===== src/design/spime_pkg.sv =====
// Shared types and constants for the SPI master bit engine.
package spime_pkg;

  typedef enum logic [1:0] {
    PH_IDLE  = 2'd0,
    PH_SETUP = 2'd1,
    PH_SHIFT = 2'd2,
    PH_WAIT  = 2'd3
  } phase_t;

  localparam int unsigned BYTE_W     = 8;
  localparam int unsigned BIT_CNT_W  = 3;
  localparam int unsigned DELAY_W    = 16;
  localparam int unsigned CFG_IDX_W  = 2;
  localparam int unsigned CFG_DATA_W = 16;

  localparam logic [CFG_IDX_W-1:0] CFG_CLOCK_POLARITY = 2'd0;
  localparam logic [CFG_IDX_W-1:0] CFG_CLOCK_PHASE    = 2'd1;
  localparam logic [CFG_IDX_W-1:0] CFG_LSB_FIRST      = 2'd2;
  localparam logic [CFG_IDX_W-1:0] CFG_SETUP_DELAY    = 2'd3;

  localparam logic [BIT_CNT_W-1:0] LAST_BIT = 3'd7;

  typedef struct packed {
    logic [BYTE_W-1:0] tx_byte;
    logic              byte_valid;
    logic              last_byte;
    logic              miso_level;
  } in_t;

  typedef struct packed {
    logic              sck_level;
    logic              mosi_level;
    logic              cs_level;
    logic              take_byte;
    logic [BYTE_W-1:0] rx_byte;
    logic              rx_valid;
    logic              rx_last;
  } out_t;

  typedef struct packed {
    logic               clock_polarity;
    logic               clock_phase;
    logic               lsb_first;
    logic [DELAY_W-1:0] setup_delay;
  } cfg_t;

  typedef struct packed {
    phase_t               phase;
    logic [DELAY_W-1:0]   delay_count;
    logic [BIT_CNT_W-1:0] bit_count;
    logic                 second_half;
    logic [BYTE_W-1:0]    tx_shift;
    logic [BYTE_W-1:0]    rx_shift;
    logic                 sck;
    logic                 mosi;
    logic                 frame_ends;
  } state_t;

endpackage


===== src/design/spime_step.sv =====
// Next-state and result logic for one serial clock tick.
module spime_step (
  input  spime_pkg::cfg_t   cfg,
  input  spime_pkg::state_t cur,
  input  spime_pkg::in_t    tick,
  output spime_pkg::state_t nxt,
  output spime_pkg::out_t   res
);

  logic [spime_pkg::DELAY_W-1:0] delay_dec;
  logic                          do_shift;

  assign delay_dec = (cur.delay_count != '0) ? cur.delay_count - 1'b1 : cur.delay_count;
  assign do_shift  = (cur.second_half == cfg.clock_phase);

  always_comb begin
    nxt          = cur;
    res          = '0;
    res.cs_level = 1'b1;
    unique case (cur.phase)
      spime_pkg::PH_IDLE, spime_pkg::PH_WAIT: begin
        nxt.sck = cfg.clock_polarity;
        if (tick.byte_valid) begin
          res.take_byte   = 1'b1;
          nxt.tx_shift    = tick.tx_byte;
          nxt.rx_shift    = '0;
          nxt.frame_ends  = tick.last_byte;
          nxt.bit_count   = '0;
          nxt.second_half = 1'b0;
          if (cur.phase == spime_pkg::PH_IDLE) begin
            nxt.delay_count = cfg.setup_delay;
            nxt.phase = (cfg.setup_delay != '0) ? spime_pkg::PH_SETUP : spime_pkg::PH_SHIFT;
          end else begin
            nxt.phase = spime_pkg::PH_SHIFT;
          end
        end else if (cur.phase == spime_pkg::PH_IDLE) begin
          res.cs_level = 1'b0;
        end
      end
      spime_pkg::PH_SETUP: begin
        nxt.sck         = cfg.clock_polarity;
        nxt.delay_count = delay_dec;
        if (delay_dec == '0) begin
          nxt.phase = spime_pkg::PH_SHIFT;
        end
      end
      spime_pkg::PH_SHIFT: begin
        nxt.sck = ~cur.sck;
        if (do_shift) begin
          if (cfg.lsb_first) begin
            nxt.mosi     = cur.tx_shift[0];
            nxt.tx_shift = {1'b0, cur.tx_shift[spime_pkg::BYTE_W-1:1]};
            nxt.rx_shift = {tick.miso_level, cur.rx_shift[spime_pkg::BYTE_W-1:1]};
          end else begin
            nxt.mosi     = cur.tx_shift[spime_pkg::BYTE_W-1];
            nxt.tx_shift = {cur.tx_shift[spime_pkg::BYTE_W-2:0], 1'b0};
            nxt.rx_shift = {cur.rx_shift[spime_pkg::BYTE_W-2:0], tick.miso_level};
          end
        end
        if (!cur.second_half) begin
          nxt.second_half = 1'b1;
        end else begin
          nxt.second_half = 1'b0;
          if (cur.bit_count == spime_pkg::LAST_BIT) begin
            // Byte complete: report it and park the clock at its idle level.
            nxt.bit_count = '0;
            res.rx_valid  = 1'b1;
            res.rx_byte   = nxt.rx_shift;
            res.rx_last   = cur.frame_ends;
            nxt.sck       = cfg.clock_polarity;
            if (cur.frame_ends) begin
              res.cs_level = 1'b0;
              nxt.phase    = spime_pkg::PH_IDLE;
            end else begin
              nxt.phase = spime_pkg::PH_WAIT;
            end
          end else begin
            nxt.bit_count = cur.bit_count + 1'b1;
          end
        end
      end
    endcase
    res.sck_level  = nxt.sck;
    res.mosi_level = nxt.mosi;
  end

endmodule


===== src/design/spi_master_bit_engine.sv =====
// Top level of the SPI master bit engine: configuration, state and result registers.
//
//   channel  direction  handshake                 payload
//   in_      input      in_valid / in_stall       spime_pkg::in_t  (one tick)
//   out_     output     out_valid / out_stall     spime_pkg::out_t (line levels)
//   cfg_     input      cfg_wr_en                 cfg_index, cfg_data
//
// Every accepted tick yields one registered result; a tick can be taken each cycle
// while in_stall is low. The engine state and the result register load together.
// A stalled result holds the input side only until it is taken, then both move again.
// Synchronous active-low reset clears configuration, engine state and out_valid.
module spi_master_bit_engine (
  input  logic                                  clk,
  input  logic                                  rst_n,
  input  logic                                  in_valid,
  output logic                                  in_stall,
  input  spime_pkg::in_t                        in_data,
  output logic                                  out_valid,
  input  logic                                  out_stall,
  output spime_pkg::out_t                       out_data,
  input  logic                                  cfg_wr_en,
  input  logic [spime_pkg::CFG_IDX_W-1:0]       cfg_index,
  input  logic [spime_pkg::CFG_DATA_W-1:0]      cfg_data
);

  spime_pkg::cfg_t   cfg_r;
  spime_pkg::state_t st_r;
  spime_pkg::state_t st_nxt;
  spime_pkg::out_t   res_nxt;
  spime_pkg::out_t   out_data_r;
  logic              out_valid_r;
  logic              in_xfer;

  assign in_stall  = out_valid_r && out_stall;
  assign in_xfer   = in_valid && !in_stall;
  assign out_valid = out_valid_r;
  assign out_data  = out_data_r;

  spime_step u_step (
    .cfg  (cfg_r),
    .cur  (st_r),
    .tick (in_data),
    .nxt  (st_nxt),
    .res  (res_nxt)
  );

  always_ff @(posedge clk) begin
    if (!rst_n) begin
      cfg_r <= '0;
    end else if (cfg_wr_en) begin
      unique case (cfg_index)
        spime_pkg::CFG_CLOCK_POLARITY: cfg_r.clock_polarity <= cfg_data[0];
        spime_pkg::CFG_CLOCK_PHASE:    cfg_r.clock_phase    <= cfg_data[0];
        spime_pkg::CFG_LSB_FIRST:      cfg_r.lsb_first      <= cfg_data[0];
        spime_pkg::CFG_SETUP_DELAY:    cfg_r.setup_delay    <= cfg_data;
      endcase
    end
  end

  always_ff @(posedge clk) begin
    if (!rst_n) begin
      st_r <= '{phase: spime_pkg::PH_IDLE, default: '0};
    end else if (in_xfer) begin
      st_r <= st_nxt;
    end
  end

  always_ff @(posedge clk) begin
    if (!rst_n) begin
      out_valid_r <= 1'b0;
    end else if (in_xfer) begin
      out_valid_r <= 1'b1;
    end else if (!out_stall) begin
      out_valid_r <= 1'b0;
    end
  end

  always_ff @(posedge clk) begin
    if (in_xfer) begin
      out_data_r <= res_nxt;
    end
  end

endmodule


===== config.mk =====
export PLATFORM = sky130hd
export DESIGN_NAME = spi_master_bit_engine
export DESIGN_NICKNAME = d
export VERILOG_FILES = /design/src/design/spime_pkg.sv /design/src/design/spime_step.sv /design/src/design/spi_master_bit_engine.sv
export SDC_FILE = /design/constraint.sdc
export NUM_CORES = 1
export LEC_CHECK = 0
export BUFFER_PORTS_ARGS = -buffer_cell sky130_fd_sc_hd__buf_2
export CAP_MARGIN = 20
export CORE_MARGIN = 2
export CORE_UTILIZATION = 30
export CTS_BUF_LIST = sky130_fd_sc_hd__clkbuf_2
export DETAILED_ROUTE_END_ITERATION = 16
export GPL_TIMING_DRIVEN = 0
export MAX_ROUTING_LAYER = met4
export PLACE_DENSITY = 0.59
export SLEW_MARGIN = 5
export SYNTH_ARGS = -nofsm -noshare
export SYNTH_HDL_FRONTEND = slang
export SYNTH_SLANG_ARGS = --single-unit

===== constraint.sdc =====
create_clock -name clk -period 2.5 [get_ports clk]
set_input_delay 0.375 -clock clk [delete_from_list [all_inputs] [get_ports clk]]
set_output_delay 0.375 -clock clk [all_outputs]
set_load 0.02 [all_outputs]

After elaboration in Yosys (flattened, before gate mapping)

Index checks and enable logic that the tools add are counted.

$add $sub $neg: 2
Equality and inequality tests: 15
Muxes and demuxes: 33
Bitwise operators: 1
Reductions and logical operators: 24

Operators with widths:

| cell                  | count |
|---|---|
| $mux 16               | 4 |
| $pmux 20 s2           | 1 |
| $mux 38               | 1 |
| $pmux 16 s2           | 1 |
| $reduce_bool 16->1    | 2 |
| $logic_not 16->1      | 1 |
| $sub 16x1->16 const B | 1 |
| $mux 1                | 14 |
| $mux 2                | 7 |
| $reduce_and 4->1      | 3 |
| $ne 2x1->1 const B    | 5 |
| $reduce_and 2->1      | 5 |
| $reduce_and 3->1      | 3 |
| $eq 2x2->1 const B    | 4 |
| $mux 3                | 2 |
| $pmux 2 s3            | 1 |
| $reduce_and 5->1      | 1 |
| $eq 2x1->1 const B    | 2 |
| $logic_not 2->1       | 2 |
| $ne 2x2->1 const B    | 2 |
| $pmux 1 s2            | 2 |
| $reduce_bool 2->1     | 2 |
| $add 3x1->3 const B   | 1 |
| $eq 3x3->1 const B    | 1 |
| other kinds (6)       | 7 |

Flip-flop bits (word level): 75
Input bits: 34
Output and inout port bits: 16
Word-level logic and storage cells: 96

Logic depth before layout (Yosys ltp)

Gate-level depths: netlist of the first run.

Depth after elaboration: 5
Depth in mapped cells: 9

Modules after synthesis

A second synthesis of the first run with hierarchy kept.

Cells, all modules: 575
Area total of the unflattened synthesis: 4725.8 um^2

Modules (own cells, without submodules):

| module                | instances | cells an instance | area each (um^2) | sequential area each (um^2) |
|---|---|---|---|---|
| spi_master_bit_engine | 1         | 279               | 2886.5           | 1641.6 |
| spime_step            | 1         | 296               | 1839.3           | 0.0 |

Worst setup path after synthesis of the first run

No wires, ideal clock.

Path kind: reg-to-reg
From: register st_r[23] in the netlist's numbering
To: register st_r[39] in the netlist's numbering
Arrival: 2.244 ns
Path slack: 0.128 ns
Cell stages (with the launch flop): 10
Buffers on the path: 0
Period minus slack after synthesis: 2.372 ns
Cell sequence: dfxtp_1 -> inv_1 -> ha_1 -> or3b_2 -> nor2_1 -> nand3_1 -> xnor2_1 -> a2111oi_1 -> a31oi_1 -> mux2i_1

Longest elaborated chain between the ends: 5
Elaborated cells on any way between the ends: 6
Those cells by class: add/sub (1); eq/ne (1); mux (1); reduce/logical (3)

Ends and longest elaborated chain:

| item                                                       | line                        | text |
|---|---|---|
| start, declared                                            | spi_master_bit_engine.sv:27 | `spime_pkg::state_t st_r;` |
| start signal, assigned                                     | spi_master_bit_engine.sv:64 | `st_r <= st_nxt;` |
| $sub 16x1->16 / $reduce_bool 16->1 (equally long branches) | spime_step.sv:13            | `assign delay_dec = (cur.delay_count != '0) ? cur.delay_count - 1'b1 : cur.delay_count;` |
| $mux 16 *                                                  | spime_step.sv:13            |  |
| $logic_not 16->1 *                                         | spime_step.sv:43            | `if (delay_dec == '0) begin` |
| $ne 2x1->1 (no source line) *                              | -                           |  |
| $reduce_and 5->1 (no source line) *                        | -                           |  |

Every way passes the cells marked *; elsewhere a longest branch is shown, timed or not.
A chain may end at the register's enable or synchronous reset.

Worst setup path after layout of the first run

From: register st_r[23] in the netlist's numbering
To: register st_r[40] in the netlist's numbering

Same word-level chain as after synthesis.

==> results of run 1 <==
## tightest hold or removal path, cell delays in order
cell and delay, ns:
buf_2 0.10, nand2_1 0.05, a21boi_0 0.06
## per-stage QoR
step | setup slack (ns) | hold slack, ns | util [%] | instance area (um^2) | total power [W]
floorplan | 0.1275 | 0.4453 | - | 3971 | 0.003072
global placement | -0.6134 | 0.4629 | 33.87 | 4432 | 0.003649
detailed placement | -0.6949 | 0.4760 | 33.87 | 4432 | 0.003659
CTS | 0.02987 | 0.03160 | 35.54 | 4651 | 0.004638
global route | -0.04857 | 0.02716 | 36.33 | 4753 | 0.005289
finish | 0.1074 | 0.06306 | 36.33 | 4753 | 0.004942
## cell families (layout without fill, tap and decap cells)
kind of cell             count (synthesis)  in the layout  synth area share, %
multiplexers                            26             26                6.805
AND/OR/NAND/NOR                        180            180                22.72
flip-flops                              75             75                41.34
adder cells (fa/ha/maj)                  8              8                2.521
buffers and inverters                   42            112                4.001
XOR/XNOR                                 6              6                1.323
AO/OA/AOI/OAI                          121            122                21.30
## layer usage
layer	track usage (%)	vias to the layer above	part of all wire (%)
met5	-	-	0
met4	6.101	0	2.4
met3	3.879	19	4.6
met2	26.58	90	48
met1	19.56	1722	45
li1	-	1793	-
## cell type report
class / instances / area share [%]
tap: 176 / 4.633
clock inverter: 6 / 1.843
timing repair buffer: 55 / 6.160
clock buffer: 10 / 1.053
buffer: 24 / 2.001
multi-input combinational: 342 / 48.30
inverter: 17 / 1.342
sequential: 75 / 34.67
## sequential cells by signal, indices dropped and copies added (netlist names)
register and cells:
st_r 41, cfg_r 19, out_valid 1, out_data 14
## placed cells by master, fill, tap and decap left out, types with 6 or more instances in the layout
cell type	n
o211a_1	7
edfxtp_1	14
o21ai_0	13
nand3_1	6
buf_2	49
a21oi_1	29
clkbuf_1	19
nor2_1	34
nor3_1	25
clkbuf_2	13
nand2_1	53
nor2b_1	17
buf_4	7
mux2_2	8
o22ai_1	6
dfxtp_1	58
mux2i_1	18
and2_1	12
a211o_1	7
a22oi_1	9
inv_1	14
a21boi_0	19
ha_1	7
## worst min-delay path by stage
stage | endpoint | cells past startpoint | from
6_report | cfg_r[6] | 3 | cfg_data[6]
5_1_grt | cfg_r[6] | 3 | cfg_data[6]
3_5_place_dp | st_r[22] | 2 | st_r[22]
4_1_cts | cfg_r[3] | 3 | cfg_data[3]
2_1_floorplan | st_r[22] | 2 | st_r[22]
3_3_place_gp | st_r[22] | 2 | st_r[22]
## what timing repair did
item,4_1_cts,5_1_grt
setup buffers,1,6
pin swaps,3,8
gates resized for setup,17,15
endpoints found under the setup margin,38,21
cloned,1,0
## synthesized netlist by cell type, types with 9 or more instances
library cell	count	area [um^2]
nor3_1	27	135.1
a22oi_1	9	67.56
clkbuf_1	22	82.58
a21oi_1	29	145.1
and2_1	12	75.07
dfxtp_1	61	1221
edfxtp_1	14	420.4
mux2i_1	18	180.2
nand2_1	53	198.9
nor2_1	36	135.1
a21boi_0	19	142.6
nor2b_1	18	112.6
o21ai_0	15	75.07
inv_1	16	60.06
## power groups by stage
stage               Combinational (W)  Sequential, W  Clock [W]
floorplan                     0.00155        0.00152          0
global placement              0.00213        0.00152          0
detailed placement            0.00214        0.00152          0
CTS                           0.00233        0.00150   0.000808
global route                  0.00292        0.00152   0.000850
finish                        0.00266        0.00150   0.000779
==> run_results.csv, run 1 <==
group,metric,value,unit
place,gp_congestion,0.8974,
sta,tns,0,ns
worst_setup_path,r2r-start,"st_r[23]",
worst_setup_path,endpoint_kind,"flip-flop",
outcome,status,"finished, final reports clean",
global_routing,grt_pass1_vias,3677,
sta,fin_crit_sh,95.71,%
worst_setup_path,worstSetupPathType,"reg -> reg",
flow_run,maxCapViolCount,0,
clock_tree,cts_buffer_depth,2,
power,max-vdd-ir-drop,0.3942,mV
worst_setup_path,rrSetupSlack,0.11,ns
place,portBuffers,48,
cells_and_area,nets,566,
drt,wl_per_cell,15.48,um
worst_setup_path,cp.depth,7,
global_routing,grt_usage,16.29,%
worst_setup_path,cp_num_buf_inv,0,
clock_tree,cts_buffers,9,
worst_setup_path,crit_required,2.96,ns
global_routing,grt_pass1_wl,18080,um
drt,drtPass1Iterations,4,
power,p_per_area,1040,nW/um^2
cells_and_area,fin_cells,705,
power,p_leak,1.845,nW
worst_setup_path,cp_max_fo,6,
synthesis,synth_seq_cells,75,
place,post-dp-hpwl,7920,um
sta,clock-skew-final,0.02890,ns
power,cellInternalPower,0.002775,W
synthesis,netlist-cell-type-count,56,
clock_tree,cts_max_level,3,
worst_setup_path,slowest_delay,0.59,ns
cells_and_area,diodes,0,
synthesis,netlist_area,3971,um^2
drt,wirelength,10920,um
clock_tree,cts_hold_buf,0,
synthesis,ys_warn_count,0,
global_routing,overflow,0,
global_routing,antenna_found_initial,0,
sta,slew-limit-headroom,51.59,%
worst_hold_path,hold_class,"in -> reg",
synthesis,avgSynthCellArea,8.671,um^2
cells_and_area,syn2layout_area_growth,19.69,%
sta,period_needed,2.393,ns
worst_setup_path,cp.arrival,2.85,ns
cells_and_area,num-fill-cells,1372,
synthesis,synth-edff-count,14,
sta,final-hold-violation-count,0,
global_routing,grt_max_degree,14,
power,power.switching,0.002166,W
synthesis,synth_nets,500,
place,dp.cells,682,
floorplan,initial_core_util,30.35,%
worst_setup_path,startpoint_type,"flip-flop",
clock_tree,clock_sinks,75,
clock_tree,clk_pin_slew,0.21,ns
floorplan,core_area,13090,um^2
worst_setup_path,timing.rr.end,"st_r[40]",
power,sw_frac_of_total,43.84,%
drt,drt_iter0_drc,290,
synthesis,synth_ff_type,"dfxtp_1",
clock_tree,clk_latency,0.54,ns
sta,slew_viol_final,0,
sta,rsz0062_at_grt,"true",
power,pwr-share-seq,30.4,%
sta,worstMarginPinSlew,0.7261,ns
floorplan,die_w,119.1,um
synthesis,ys_seq_area_share,41.34,%
worst_setup_path,crit_start,"st_r[23]",
synthesis,postSynthCellCount,458,
power,clock_power_share,15.8,%
floorplan,die-area,14170,um^2
cells_and_area,seqCellArea,1648,um^2
clock_tree,tritoncts,"built",
drt,via_per_inst,5.140,
worst_setup_path,critical_path.top_delay_family,"simple AND/OR/NAND/NOR gates",
worst_setup_path,critPathSlowestCell,"or4_4",
sta,fmax,417.9,MHz
drt,vias,3624,
floorplan,die_h,119.1,um
worst_setup_path,path_cells,"or4_4, nor2_4, nand4_1, xnor2_2, a2111oi_4, a31oi_4, mux2i_1",
worst_setup_path,reg2regPathDepth,7,
cells_and_area,drive_gt1_share,20.98,%
floorplan,io_pins,50,
synthesis,async_reset_ff_share,0,%
floorplan,num_rows,42,
cells_and_area,multi_input_area,2296,um^2
worst_setup_path,critical_path.endpoint,"st_r[40]",
clock_tree,clk_root_buffer_cell,"clkbuf_2",
sta,setup_viol,0,
power,comb_power_share,53.9,%
drt,drc,0,
drt,ant_nets,0,
Note: power is estimated with default switching activity, not from simulation.
==> run 2: changes to the inputs <==
Settings changed: ABC_AREA from default to 1.
==> run_results.csv, run 2 <==
group,metric,value,unit
flow_run,maxCapViolCount,0,
clock_tree,tritoncts,"built",
drt,vias,3859,
sta,worstMarginPinSlew,0.7239,ns
clock_tree,clk_root_buffer_cell,"clkbuf_2",
drt,wl_met3,438,um
power,p_per_area,928.0,nW/um^2
global_routing,overflow,0,
synthesis,synth_seq_cells,75,
cells_and_area,drive_gt1_share,14.06,%
global_routing,antenna_found_initial,0,
worst_hold_path,hold_class,"in -> reg",
floorplan,die_h,119.4,um
synthesis,synth-edff-count,14,
clock_tree,cts_buffers,9,
clock_tree,ctsResizeCount,0,
worst_hold_path,hold_start,"out_stall",
worst_setup_path,worstSetupPathType,"reg -> reg",
power,clock_power_share,18.2,%
synthesis,synth_nets,603,
cells_and_area,layout.cells.most_common_list,"107 x nand2_1, 75 x nor2_1, 63 x inv_1",
global_routing,grt_usage,15.84,%
global_routing,grt_max_degree,19,
synthesis,synth_area_leader_cell,"dfxtp_1",
power,comb_power_share,46.5,%
clock_tree,cts_buffer_depth,2,
floorplan,core_area,13140,um^2
sta,final-hold-violation-count,0,
drt,wl_per_cell,13.10,um
sta,tns,0,ns
drt,drt_iter0_drc,304,
sta,setup_viol,0,
synthesis,synth_ff_type,"dfxtp_1",
floorplan,num_rows,42,
cells_and_area,final_common_cell,"nand2_1",
drt,met2_length,4933,um
place,gp_congestion,0.9085,
clock_tree,cts_hold_buf,0,
synthesis,postSynthCellCount,561,
synthesis,yosysMostFrequentCell,"nand2_1",
cells_and_area,nets,663,
worst_setup_path,cp_max_fo,8,
drt,ant_nets,0,
clock_tree,clk_latency,0.57,ns
worst_setup_path,crit_required,2.96,ns
worst_setup_path,startpoint_type,"flip-flop",
synthesis,netlist-cell-type-count,36,
sta,fmax,452.2,MHz
outcome,status,"finished, final reports clean",
place,portBuffers,49,
floorplan,die-area,14260,um^2
cells_and_area,largest_register_ffs,41,
floorplan,initial_core_util,30.42,%
cells_and_area,fin_area,4597,um^2
place,post-dp-hpwl,8044,um
sta,clock-skew-final,0.04865,ns
power,total_power,0.004266,W
drt,wl_met1,4977,um
power,p_leak,2.012,nW
sta,rsz0062_at_grt,"false",
power,sw_frac_of_total,44.27,%
drt,drc,0,
cells_and_area,syn2layout_area_growth,15.03,%
power,cellInternalPower,0.002378,W
sta,slew_viol_final,0,
global_routing,grt_pass1_wl,17410,um
worst_setup_path,crit_start,"st_r[23]",
sta,slew-limit-headroom,51.74,%
synthesis,ys_seq_area_share,41.08,%
sta,hold_ws,0.06958,ns
power,pwr-share-seq,35.2,%
synthesis,ys_warn_count,0,
clock_tree,clk_pin_slew,0.20,ns
drt,via_per_inst,4.806,
worst_setup_path,r2r-start,"st_r[23]",
sta,period_needed,2.212,ns
synthesis,async_reset_ff_share,0,%
sta,fin_crit_sh,88.47,%
drt,wirelength,10520,um
drt,drtPass1Iterations,5,
worst_setup_path,endpoint_kind,"flip-flop",
drt,top_layer,"met4",
clock_tree,clock_sinks,75,
synthesis,synth_common_cells,"107 x nand2_1, 75 x nor2_1, 63 x inv_1",
synthesis,synth_area_leaders,"dfxtp_1 31%, edfxtp_1 11%, nand2_1 10%",
power,power.switching,0.001888,W
worst_setup_path,cp.arrival,2.67,ns
synthesis,avgSynthCellArea,7.124,um^2
floorplan,io_pins,50,
cells_and_area,fin_util,34.99,%
clock_tree,cts_setup_buffers,0,
power,max-vdd-ir-drop,0.2899,mV
global_routing,grt_pass1_vias,3483,
cells_and_area,regMostFlops,"st_r",
floorplan,die_w,119.4,um
place,postPlaceCellArea,4462,um^2
synthesis,synth_top_area_share,30.56,%
clock_tree,cts_max_level,3,
synthesis,netlist_area,3996,um^2
==> run 2: changes by cell type in the layout (fill, tap and decap cells not counted), moves of 19 or more <==
cell      change
nand2_1      +54
inv_1        +49
o21ai_0      +43
nor2_1       +41
nand3_1      +30
nor3_1       -21
a21oi_1      +20
a21boi_0     -19
==> run 2: layer usage <==
layer | track usage, % | up-vias
met5 | - | -
li1 | - | 1997
met3 | 2.730 | 14
met1 | 20.57 | 1760
met2 | 25.18 | 88
met4 | 5.147 | 0
==> run 2: layout make-up <==
class	count	area (um^2)
well taps	176	220.2
multi-input cells	394	1992
flip-flops and latches	75	1642
clock inverters	5	77.57
clock buffers	11	55.05
inverters	71	272.8
repair buffers	49	245.2
plain buffers	21	90.09
diodes	1	2.502
fillers	1456	8541
==> run 2: path summary, 6_finish.rpt <==
kind	to	slack (ns)	depth (start not counted)
setup / recovery	st_r[39]	0.29	15
hold / removal	out_valid	0.07	3
setup reg to reg	st_r[39]	0.29	15
hold reg to reg	cfg_r[2]	0.48	2
==> run 2: stage by stage <==
step | std cells | setup WS (ns)
6_report | 803 | 0.2884
5_1_grt | 802 | 0.01228
4_1_cts | 802 | 0.2808
3_5_place_dp | 786 | 0.2058
3_3_place_gp | 786 | 0.2486
2_1_floorplan | 561 | 0.6353
==> run 2: cells by family after synthesis <==
group                    after synthesis  share of synthesized area (%)
AO/OA/AOI/OAI                        134                          19.41
XOR/XNOR                               3                         0.6576
adder cells (fa/ha/maj)                8                          2.505
multiplexers                           6                          1.503
AND/OR/NAND/NOR                      243                          25.77
flip-flops                            75                          41.08
buffers and inverters                 92                          9.079
==> run 2: critical path: stages, from the launching register on <==
cell,delay (ns)
dfxtp_1,0.35
inv_1,0.20
ha_1,0.33
nand2_1,0.18
nor2_1,0.23
nand2_1,0.08
nand2_1,0.06
nand2_1,0.07
nand2_1,0.06
nand2_1,0.05
nor2_1,0.13
nand3_1,0.12
nand2_2,0.11
nand3_1,0.07
nand2_1,0.07
nor2_1,0.04
==> run 2: power groups by stage <==
stage	clock network [W]	logic [W]	registers (W)
finish	0.000778	0.00199	0.00150
global route	0.000852	0.00229	0.00152
CTS	0.000802	0.00198	0.00150
detailed placement	0	0.00197	0.00153
global placement	0	0.00196	0.00152
floorplan	0	0.00149	0.00152
==> run 3: changes to the inputs <==
Settings changed: CORE_MARGIN 2 to 8.
==> run_results.csv, run 3 (synthesized netlist as in run 2, its figures left out) <==
group,metric,value,unit
sta,slew_viol_final,0,
sta,final-hold-violation-count,0,
cells_and_area,layout.cells.most_common_list,"107 x nand2_1, 75 x nor2_1, 63 x inv_1",
worst_setup_path,crit_required,2.96,ns
floorplan,die_h,131.4,um
cells_and_area,nets,663,
power,power.switching,0.001941,W
worst_setup_path,critPathSlowestCell,"dfxtp_1",
sta,period_needed,2.204,ns
power,total_power,0.004324,W
global_routing,antenna_found_initial,1,
global_routing,grt_pass1_vias,3698,
drt,vias,3805,
power,clock_power_share,19.0,%
worst_setup_path,critical_path.top_delay_family,"simple AND/OR/NAND/NOR gates",
sta,worstMarginPinSlew,0.7103,ns
power,max-vdd-ir-drop,0.2932,mV
clock_tree,cts_hold_buf,0,
floorplan,initial_core_util,30.42,%
clock_tree,cts_buffer_depth,2,
worst_setup_path,cp_num_buf_inv,1,
drt,via_per_inst,4.738,
clock_tree,clk_pin_slew,0.24,ns
floorplan,die-area,17270,um^2
cells_and_area,multi_input_area,1999,um^2
place,portBuffers,49,
cells_and_area,seqCellArea,1642,um^2
sta,clock-skew-final,0.02493,ns
drt,ant_nets,0,
sta,hold_ws,0.06521,ns
worst_setup_path,endpoint_kind,"flip-flop",
cells_and_area,largest_register_ffs,41,
drt,drtPass1Iterations,4,
power,p_leak,2.015,nW
clock_tree,cts_setup_buffers,0,
cells_and_area,syn2layout_area_growth,15.50,%
cells_and_area,final_common_cell,"nand2_1",
worst_setup_path,path_cells,"inv_1, ha_2, nand2_1, nor2_1, nand2_1, nand2_1, nand2_1, nand2_1, nand2_1, nor2_1, nand3_1, nand2_2, nand3_1, nand2_1, nor2_1",
clock_tree,cts_max_level,3,
clock_tree,clk_latency,0.56,ns
clock_tree,tritoncts,"built",
sta,rsz0062_at_grt,"false",
global_routing,grt_max_degree,19,
floorplan,core_area,13140,um^2
drt,wl_per_cell,13.55,um
place,gp_congestion,0.8871,
cells_and_area,drive_gt1_share,14.54,%
power,p_per_area,936.9,nW/um^2
clock_tree,clock_sinks,75,
sta,setup_viol,0,
global_routing,grt_pass1_wl,18250,um
worst_setup_path,slowest_delay,0.36,ns
sta,tns,0,ns
drt,drt_iter0_drc,235,
cells_and_area,regMostFlops,"st_r",
worst_setup_path,cp.arrival,2.67,ns
place,post-dp-hpwl,8342,um
cells_and_area,num-fill-cells,1444,
sta,fmax,453.8,MHz
drt,wirelength,10880,um
power,comb_power_share,46.2,%
worst_hold_path,hold_class,"in -> reg",
power,sw_frac_of_total,44.89,%
clock_tree,cts_buffers,9,
power,cellInternalPower,0.002383,W
worst_setup_path,worstSetupPathType,"reg -> reg",
power,pwr-share-seq,34.8,%
floorplan,io_pins,50,
flow_run,maxCapViolCount,0,
drt,drc,0,
worst_setup_path,cpMostUsedCell,"nand2_1",
floorplan,num_rows,42,
floorplan,die_w,131.4,um
sta,fin_crit_sh,88.14,%
worst_setup_path,startpoint_type,"flip-flop",
outcome,status,"finished, final reports clean",
global_routing,grt_usage,13.14,%
sta,slew-limit-headroom,52.64,%
worst_setup_path,cp_max_fo,8,
clock_tree,clk_root_buffer_cell,"clkbuf_2",
global_routing,overflow,0,
-- run 3: cell count changes in the layout (fill, tap and decap cells not counted) --
cell	delta
clkbuf_2	-2
clkinv_2	-1
nor3_1	-1
ha_1	-1
nor3_2	+1
ha_2	+1
clkinv_4	+1
inv_6	+2
inv_2	+1
clkinv_1	-1
-- run 3: cell type report --
cell class / instances / share of cell area [%]
Clock inverter: 7 / 2.142
Multi-Input combinational cell: 394 / 43.32
Tap cell: 176 / 4.771
Timing Repair Buffer: 49 / 5.313
Inverter: 71 / 5.909
Sequential cell: 75 / 35.57
Buffer: 21 / 1.952
Antenna cell: 1 / 0.05422
Clock buffer: 9 / 0.9759
-- run 3: path summary, 6_finish.rpt --
path,start,to,slack [ns],depth (start not counted)
min reg2reg,cfg_r[2],cfg_r[2],0.49,2
max reg2reg,st_r[23],st_r[39],0.30,15
max,st_r[23],st_r[39],0.30,15
min,out_stall,out_valid,0.07,3
-- run 3: power by group through the flow --
stage / sequential, W / clock [W] / combinational [W]
floorplan: 0.00152 / 0 / 0.00149
global placement: 0.00152 / 0 / 0.00197
detailed placement: 0.00153 / 0 / 0.00197
CTS: 0.00150 / 0.000852 / 0.00198
global route: 0.00153 / 0.000906 / 0.00228
finish: 0.00150 / 0.000822 / 0.00200
-- run 3: per-layer routing --
metal,track usage [%],wire (um)
met4,4.467,136
met5,-,0
met3,2.591,262
met2,21.26,5228
met1,16.07,5250
-- run 3: what timing repair did --
item	4_1_cts	5_1_grt
hold endpoints to repair	0	0
resized for setup	0	2
setup endpoints to repair	0	5
-- run 3: worst register-to-register path, delay by kind of cell (launching register included) --
kind,cells,cell delay [ns]
and+or+nand+nor,13,1.23
DFF,1,0.36
buffers and inverters,1,0.22
adders and majority gates,1,0.30
-- run 3: stage by stage --
| step | cell area, um^2 | setup WS (ns) | utilization [%] | std cells |
|---|---|---|---|---|
| after floorplan | 3996 | 0.6353 | - | 561 |
| after global routing | 4616 | 0.003131 | 35.13 | 803 |
| final | 4616 | 0.2964 | 35.13 | 803 |
| after detailed placement | 4462 | 0.2022 | 33.96 | 786 |
| after CTS | 4606 | 0.2140 | 35.06 | 802 |
| after global placement | 4462 | 0.2388 | 33.96 | 786 |
